<file path="src/rtl/gsvm_pkg.sv">
// shared types, constants and helper functions of the greedy slot value maximizer
package gsvm_pkg;

  localparam int VAL_W     = 10;
  localparam int HGT_W     = 20;
  localparam int SLOT_W    = 20;
  localparam int SUM_W     = 32;
  localparam int MAX_ITEMS = 4096;
  localparam int IDX_W     = $clog2(MAX_ITEMS);
  localparam int CNT_W     = IDX_W + 1;
  localparam int NVAL      = 1 << VAL_W;
  localparam int GRP_W     = 5;
  localparam int GRP_N     = 1 << GRP_W;
  localparam int BIT_W     = VAL_W - GRP_W;
  localparam int BIT_N     = 1 << BIT_W;
  localparam int QDEPTH    = 4;
  localparam int QPTR_W    = $clog2(QDEPTH);
  localparam int ADDR_W    = 3;
  localparam logic [ADDR_W-1:0] REG_SLOT_COUNT = 3'd0;

  typedef struct packed {
    logic             last;
    logic [HGT_W-1:0] height;
    logic [VAL_W-1:0] value;
  } item_t;

  function automatic logic [GRP_W-1:0] msb_idx(input logic [GRP_N-1:0] w);
    logic [GRP_W-1:0] r;
    r = '0;
    for (int i = 0; i < GRP_N; i++) begin
      if (w[i]) r = GRP_W'(i);
    end
    return r;
  endfunction

  function automatic logic [SUM_W-1:0] sat_add(input logic [SUM_W-1:0] a,
                                               input logic [VAL_W-1:0] b);
    logic [SUM_W:0] s;
    s = {1'b0, a} + (SUM_W + 1)'(b);
    return s[SUM_W] ? {SUM_W{1'b1}} : s[SUM_W-1:0];
  endfunction

endpackage

</file>
<file path="src/rtl/gsvm_front.sv">
// input side: takes words off the stream and queues them for the solver
module gsvm_front (
  input  logic                   clk,
  input  logic                   rst,
  input  logic                   s_tvalid,
  output logic                   s_tready,
  input  logic [31:0]            s_tdata,   // item_value [9:0], item_height [29:10]
  input  logic                   s_tlast,
  output logic                   q_valid,
  output gsvm_pkg::item_t        q_item,
  input  logic                   q_ready
);

  gsvm_pkg::item_t fifo [gsvm_pkg::QDEPTH];
  logic [gsvm_pkg::QPTR_W-1:0] wp;
  logic [gsvm_pkg::QPTR_W-1:0] rp;
  logic [gsvm_pkg::QPTR_W:0]   cnt;
  logic                        push;
  logic                        pop;

  assign s_tready = (cnt != (gsvm_pkg::QPTR_W + 1)'(gsvm_pkg::QDEPTH));
  assign q_valid  = (cnt != '0);
  assign q_item   = fifo[rp];
  assign push     = s_tvalid && s_tready;
  assign pop      = q_valid && q_ready;

  always_ff @(posedge clk) begin
    if (push) begin
      fifo[wp] <= '{last: s_tlast,
                    height: s_tdata[gsvm_pkg::VAL_W +: gsvm_pkg::HGT_W],
                    value: s_tdata[gsvm_pkg::VAL_W-1:0]};
    end
  end

  always_ff @(posedge clk) begin
    if (rst) begin
      wp  <= '0;
      rp  <= '0;
      cnt <= '0;
    end else begin
      if (push) wp <= wp + 1'b1;
      if (pop) rp <= rp + 1'b1;
      if (push && !pop) cnt <= cnt + 1'b1;
      else if (pop && !push) cnt <= cnt - 1'b1;
    end
  end

endmodule

</file>
<file path="config.mk">
export PLATFORM = sky130hd
export DESIGN_NAME = gsvm_front
export DESIGN_NICKNAME = d
export VERILOG_FILES = /design/src/rtl/gsvm_pkg.sv /design/src/rtl/gsvm_front.sv
export SDC_FILE = /design/constraint.sdc
export NUM_CORES = 1
export LEC_CHECK = 0
export CORE_UTILIZATION = 55
export DETAILED_ROUTE_END_ITERATION = 8
export DONT_BUFFER_PORTS = 1
export GPL_ROUTABILITY_DRIVEN = 0
export GPL_TIMING_DRIVEN = 1
export PLACE_DENSITY = 0.81
export SYNTH_ARGS = -nofsm -noshare
export SYNTH_HDL_FRONTEND = slang
export SYNTH_SLANG_ARGS = --single-unit
</file>
<file path="constraint.sdc">
create_clock -name clk -period 2.3 [get_ports clk]
set_input_delay 0.23 -clock clk [delete_from_list [all_inputs] [get_ports clk]]
set_output_delay 0.23 -clock clk [all_outputs]
set_load 0.01 [all_outputs]
</file>
==> impl_metrics.env, run 1 <==
export IMPL_rsz0062_at_grt="false"
export IMPL_initialDrtViolationCount=118
export IMPL_grt_pass1_vias=2459
export IMPL_io_pins=70
export IMPL_ant_nets=0
export IMPL_p_clk_share_pct=35.9
export IMPL_irDropWorstVdd_mv=0.613
export IMPL_p_leak_uw=0.00198
export IMPL_die_h_um=96.9
export IMPL_hold_viol_final=0
export IMPL_p_comb_share_pct=19.6
export IMPL_switchingPower_uw=1760
export IMPL_antenna_found_initial=0
export IMPL_std_cell_rows=34
export IMPL_switching_share_pct=25.7
export IMPL_synth_distinct_cells=24
export IMPL_worstSetupPathType="flip-flop to primary output"
export IMPL_p_per_area_nw_per_um2=1140
export IMPL_cts_root_buf="clkbuf_8"
export IMPL_pre_cts_slack_ns=0.141
export IMPL_hold_class="input port to flip-flop"
export IMPL_power_total_uw=6860
export IMPL_fp_dieW_um=96.9
export IMPL_netlist_area_um2=4950
export IMPL_cp_required_ns=2.07
export IMPL_critPathArrivalTime_ns=1.88
export IMPL_finalNonFillerCells=383
export IMPL_clock_latency_ns=0.49
export IMPL_diodes=0
export IMPL_dp_hpwl_um=4740
export IMPL_fin_setup_tns_ns=0
export IMPL_portBuffers=0
export IMPL_met1_length_um=3470
export IMPL_clock_sinks=133
export IMPL_drc=0
export IMPL_cts_setup_buffers=0
export IMPL_crit_chain="buf_4, mux4_1"
export IMPL_slew_violations=0
export IMPL_startpoint_type="flip-flop"
export IMPL_slowest_delay_ns=0.71
export IMPL_ff2ff_setup_slack_ns=0.23
export IMPL_ys_warnings_count=0
export IMPL_crit_path_end_kind="primary output"
export IMPL_routed_wl_met3_um=413
export IMPL_fin_ws_ns=0.192
export IMPL_track_usage_pct=19.1
export IMPL_seq_power_share_pct=44.5
export IMPL_finClkSkew_ns=0.00881
export IMPL_htreeDepth=4
export IMPL_layout_nets=305
export IMPL_dr_pass1_iters=4
export IMPL_core_um2=8720
export IMPL_viasPerCell=5.73
export IMPL_slowest_stage="mux4_1"
export IMPL_synth_area_per_cell_um2=23.7
export IMPL_route_met2_wl_um=4140
export IMPL_start_util_pct=56.8
export IMPL_cap_violations=0
export IMPL_synth_seq_cells=133
export IMPL_status="finished, final reports clean"
export IMPL_numCtsBuffers=17
export IMPL_area_delta_synth_final_pct=22.0
export IMPL_grt_max_degree=32
export IMPL_cts_tree="done"
export IMPL_highest_layer="met4"
export IMPL_grt_remaining_overflow=0
export IMPL_place_inst=317
export IMPL_ys_seq_area_share_pct=78.8
export IMPL_syn_nets=252
export IMPL_vias=2196
export IMPL_clk_pin_slew_ns=0.06
export IMPL_drive_gt1_share_pct=27.6
export IMPL_slew_headroom_pct=70.5
export IMPL_netlist_instances=209
export IMPL_wl_um=8100
export IMPL_die_area_um2=9390
export IMPL_fmax_mhz=474
export IMPL_grt_first_pass_wirelength_um=13100
export IMPL_setup_viol=0
export IMPL_post_route_period_util_pct=91.7
export IMPL_p_int_uw=5100
export IMPL_worstMarginPinSlew_ns=0.442
export IMPL_period_needed_ns=2.11
export IMPL_routedWlPerCell_um=21.2
export IMPL_path_max_fanout=20
export IMPL_clk_path_buf_depth=2
[cells in the final DEF, fill, tap and decap left out, types with 2 or more instances in the layout]
cell type and instances:
clkinv_4 2, clkinv_1 3, or3_1 2, clkinvlp_4 3, dfxtp_1 5, edfxtp_1 124
mux2i_1 2, and2_2 4, buf_12 4, bufinv_16 2, clkbuf_16 16, dfxtp_2 4
mux4_2 30, buf_4 3, inv_1 3, xor2_1 4, nor2_1 7, clkinv_2 3
dlygate4sd3_1 34, nand2b_1 2, ha_1 5
[stage by stage]
| stage | cell area, um2 | hold WS (ns) | util (%) |
|---|---|---|---|
| 2_1_floorplan | 4950 | 0.329 | - |
| 3_3_place_gp | 5150 | 0.300 | 59.0 |
| 3_5_place_dp | 5150 | 0.303 | 59.0 |
| 4_1_cts | 6040 | 0.00381 | 69.3 |
| 5_1_grt | 6040 | 0.0343 | 69.3 |
| 6_report | 6040 | 0.0269 | 69.3 |
[critical path, delay by kind of cell (launching register included)]
| family | cells | cell delay, ns |
|---|---|---|
| buffers and inverters | 1 | 0.34 |
| flip-flops | 1 | 0.33 |
| multiplexers | 1 | 0.71 |
[cell families after synthesis]
family / synth area share (%)
flops: 78.8
buf+inv: 1.29
mux: 14.8
simple gates: 1.74
compound gates: 1.01
xor+xnor: 0.707
fa+ha+maj: 1.67
[state kept, by name (all words and copies together), names as in the netlist, named ones only]
signal and cells:
fifo 124, cnt 3, rp 2, wp 2
[layer usage]
metal | track usage [%] | up-vias
li1 | - | 980
met1 | 23.4 | 1151
met2 | 31.1 | 61
met3 | 7.66 | 4
met4 | 6.31 | 0
met5 | 0 | -
[path summary, 6_finish.rpt]
| check | start | endpoint | depth (start not counted) |
|---|---|---|---|
| setup reg to reg | cnt[0] | cnt[2] | 8 |
| hold reg to reg | rp[1] | flip-flop | 2 |
| hold / removal | q_ready | flip-flop | 3 |
| setup / recovery | flip-flop | q_item[26] | 2 |
[power groups by stage]
stage	Clock (uW)	Combinational [uW]	Sequential (uW)
final	2460	1350	3050
after CTS	2510	1380	3050
after global routing	2620	1460	3080
after detailed placement	0	1300	3100
after floorplan	0	1050	3080
after global placement	0	1280	3080
[Yosys cell counts]
library cell | number | area [um2]
nor2_1 | 7 | 26.3
dfxtp_1 | 9 | 180
edfxtp_1 | 124 | 3720
o21ai_0 | 1 | 5.00
inv_1 | 3 | 11.3
clkbuf_1 | 1 | 3.75
buf_2 | 3 | 15.0
nand2_1 | 1 | 3.75
mux4_2 | 30 | 676
buf_6 | 3 | 33.8
fa_1 | 1 | 20.0
a21boi_4 | 1 | 18.8
and2_1 | 4 | 25.0
mux2i_1 | 2 | 20.0
mux4_1 | 1 | 26.3
a21oi_1 | 1 | 5.00
mux2_1 | 1 | 11.3
nor2_2 | 1 | 6.26
nand2b_1 | 2 | 12.5
xor2_1 | 4 | 35.0
o31ai_2 | 1 | 12.5
o311ai_1 | 1 | 8.76
ha_1 | 5 | 62.6
or3_1 | 2 | 12.5
[cell type report]
class / count / area, um2
timing repair buffer: 41 / 443
fill: 520 / 2680
clock inverter: 14 / 135
sequential: 133 / 3910
clock buffer: 18 / 418
inverter: 3 / 11.3
tap: 108 / 135
multi-input combinational: 66 / 992
[repair_timing]
item,CTS,global route
setup endpoints to repair,0,1
endpoints found under the hold margin,133,0
hold buffers,34,0
gates resized for setup,0,2
Power figures use the tool's default switching activity.
==> run 2, diff against run 1 <==
Settings changed: ABC_AREA set to 1.
==> run 2 against run 1 <==
Sequential power rose by 2%. Via count rose by 37%. Synthesized cell count rose by 76%. Sequential cell count did not move. Largest cell class unchanged. Critical path type unchanged. Non-clock buffer count rose by 2.
==> impl_metrics.env, run 2 <==
export IMPL_status="finished, final reports clean"
export IMPL_clk_path_buf_depth=2
export IMPL_layout_nets=454
export IMPL_crit_chain="buf_12, inv_8, o21ai_1, o22ai_1"
export IMPL_p_clk_share_pct=36.3
export IMPL_cts_root_buf="clkbuf_8"
export IMPL_grt_remaining_overflow=0
export IMPL_startpoint_type="flip-flop"
export IMPL_synth_top_area_cell="edfxtp_1"
export IMPL_largest_reg_flops=124
export IMPL_fin_setup_tns_ns=0
export IMPL_top_register="fifo"
export IMPL_crit_path_end_kind="primary output"
export IMPL_p_per_area_nw_per_um2=1150
export IMPL_start_util_pct=58.0
export IMPL_initialDrtViolationCount=143
export IMPL_clock_latency_ns=0.51
export IMPL_final_common_cell="edfxtp_1"
export IMPL_grt_pass1_vias=3041
export IMPL_drive_gt1_share_pct=12.3
export IMPL_reg_top3="fifo x124, cnt x3"
export IMPL_cts_tree="done"
export IMPL_dp_hpwl_um=5130
export IMPL_fp_dieW_um=98.8
export IMPL_clock_sinks=133
export IMPL_netlist_area_um2=5160
export IMPL_switchingPower_uw=2110
export IMPL_synth_area_per_cell_um2=14.0
export IMPL_final_cell_mix="edfxtp_1, nor2_1, o21ai_1, dlygate4sd3_1, o22ai_1"
export IMPL_cp_required_ns=2.07
export IMPL_finClkSkew_ns=0.00505
export IMPL_switching_share_pct=29.6
export IMPL_ys_warnings_count=0
export IMPL_portBuffers=0
export IMPL_hold_viol_final=0
export IMPL_cp_top_family="buffers and inverters"
export IMPL_rsz0062_at_grt="false"
export IMPL_netlist_area_leader_share_pct=72.2
export IMPL_finalNonFillerCells=532
export IMPL_dr_pass1_iters=4
export IMPL_ys_async_sr_fraction_pct=0
export IMPL_grt_max_degree=63
export IMPL_cts_setup_buffers=0
export IMPL_synth_distinct_cells=21
export IMPL_io_pins=70
export IMPL_wl_um=9560
export IMPL_place_inst=465
export IMPL_synth_edf_count=124
export IMPL_drc=0
export IMPL_slew_violations=0
export IMPL_viasPerCell=5.66
export IMPL_numCtsBuffers=17
export IMPL_synth_seq_cells=133
export IMPL_hold_class="input port to flip-flop"
export IMPL_num_fill_cells=569
export IMPL_vias=3012
export IMPL_ys_seq_area_share_pct=75.7
export IMPL_synth_ff_type="edfxtp_1"
export IMPL_post_route_period_util_pct=95.0
export IMPL_p_int_uw=5030
export IMPL_die_area_um2=9770
export IMPL_setup_viol=0
export IMPL_irDropWorstVdd_mv=0.889
export IMPL_routedWlPerCell_um=18.0
export IMPL_seq_power_share_pct=43.4
export IMPL_diodes=0
export IMPL_area_delta_synth_final_pct=20.1
export IMPL_fin_ws_ns=0.115
export IMPL_pre_cts_slack_ns=0.436
export IMPL_synth_most_common_cell="edfxtp_1"
export IMPL_power_total_uw=7150
export IMPL_antenna_found_initial=0
export IMPL_std_cell_rows=34
export IMPL_p_comb_share_pct=20.3
export IMPL_ant_nets=0
export IMPL_slew_headroom_pct=59.8
export IMPL_ys_top_cells_by_area="edfxtp_1, o21ai_1, nor2_1"
export IMPL_path_max_fanout=62
export IMPL_critPathArrivalTime_ns=1.95
export IMPL_worst_path_buf_inv=2
export IMPL_track_usage_pct=21.3
export IMPL_htreeDepth=4
export IMPL_core_um2=8890
export IMPL_cap_violations=0
export IMPL_die_h_um=98.8
export IMPL_slowest_delay_ns=0.46
export IMPL_netlist_instances=368
export IMPL_slowest_stage="dfxtp_4"
export IMPL_synthTopCellsByCount="edfxtp_1, nor2_1, o21ai_1"
export IMPL_worstSetupPathType="flip-flop to primary output"
export IMPL_whs_ns=0.0511
export IMPL_clk_pin_slew_ns=0.06
export IMPL_fmax_mhz=458
export IMPL_p_leak_uw=0.00214
export IMPL_period_needed_ns=2.18
export IMPL_syn_nets=411
export IMPL_grt_first_pass_wirelength_um=15100
export IMPL_worstMarginPinSlew_ns=0.602
-- run 2: changes by cell type in the layout (fill, tap and decap cells not counted), moves of 5 or more --
| cell | change |
|---|---|
| inv_1 | +9 |
| o21ai_1 | +60 |
| nor2_4 | +5 |
| nand2_1 | +10 |
| mux4_2 | -30 |
| nor2_1 | +64 |
| o22ai_1 | +30 |
-- run 2: power groups by stage --
| stage | Sequential [uW] | Clock (uW) | Combinational (uW) |
|---|---|---|---|
| after CTS | 3100 | 2620 | 1440 |
| after detailed placement | 3150 | 0 | 1360 |
| after global placement | 3140 | 0 | 1310 |
| after global routing | 3130 | 2730 | 1610 |
| after floorplan | 3080 | 0 | 1180 |
| final | 3100 | 2590 | 1450 |
-- run 2: repair_timing --
action | 4_1_cts | 5_1_grt
hold buffers | 35 | 0
endpoints found under the setup margin | 0 | 31
hold endpoints to repair | 133 | 0
resized for setup | 0 | 2
-- run 2: worst min-delay path, cell delays in order --
cell and delay [ns]:
nand2_4 0.08, inv_2 0.09, nor2_1 0.04, nor2_1 0.07
-- run 2: kinds of logic after synthesis --
group / after synthesis / synth area share, %
AOI/OAI and AO/OA: 97 / 10.2
buffers and inverters: 35 / 4.51
adders and majority gates: 6 / 1.60
and+or+nand+nor: 96 / 7.88
xor gates and xnor gates: 1 / 0.170
DFF: 133 / 75.7
-- run 2: per-stage QoR --
stage	utilization [%]	cell area (um2)
2_1_floorplan	-	5160
4_1_cts	69.6	6190
3_3_place_gp	59.1	5260
6_report	69.7	6190
5_1_grt	69.7	6190
3_5_place_dp	59.1	5260
-- run 2: layout make-up --
cell class / instances / area [um2] / area share [%]
Multi-Input combinational cell: 200 / 1060 / 17.1
Clock buffer: 18 / 418 / 6.75
Inverter: 16 / 67.6 / 1.09
Timing Repair Buffer: 43 / 448 / 7.23
Tap cell: 108 / 135 / 2.18
Clock inverter: 14 / 160 / 2.59
Sequential cell: 133 / 3910 / 63.1
-- run 2: routing by layer --
metal / routed length (um) / GRT usage (%)
met1: 3930 / 23.2
met2: 4870 / 36.8
met3: 602 / 8.58
met4: 158 / 9.18
met5: 0 / 0
-- run 2: worst paths after layout --
| kind | depth (start not counted) | start | to | slack, ns |
|---|---|---|---|---|
| hold reg to reg | 2 | rp[1] | rp[1] | 0.52 |
| setup / recovery | 4 | flip-flop | q_item[5] | 0.12 |
| setup reg to reg | 9 | cnt[1] | cnt[1] | 0.29 |
| hold / removal | 4 | s_tvalid | wp[0] | 0.05 |
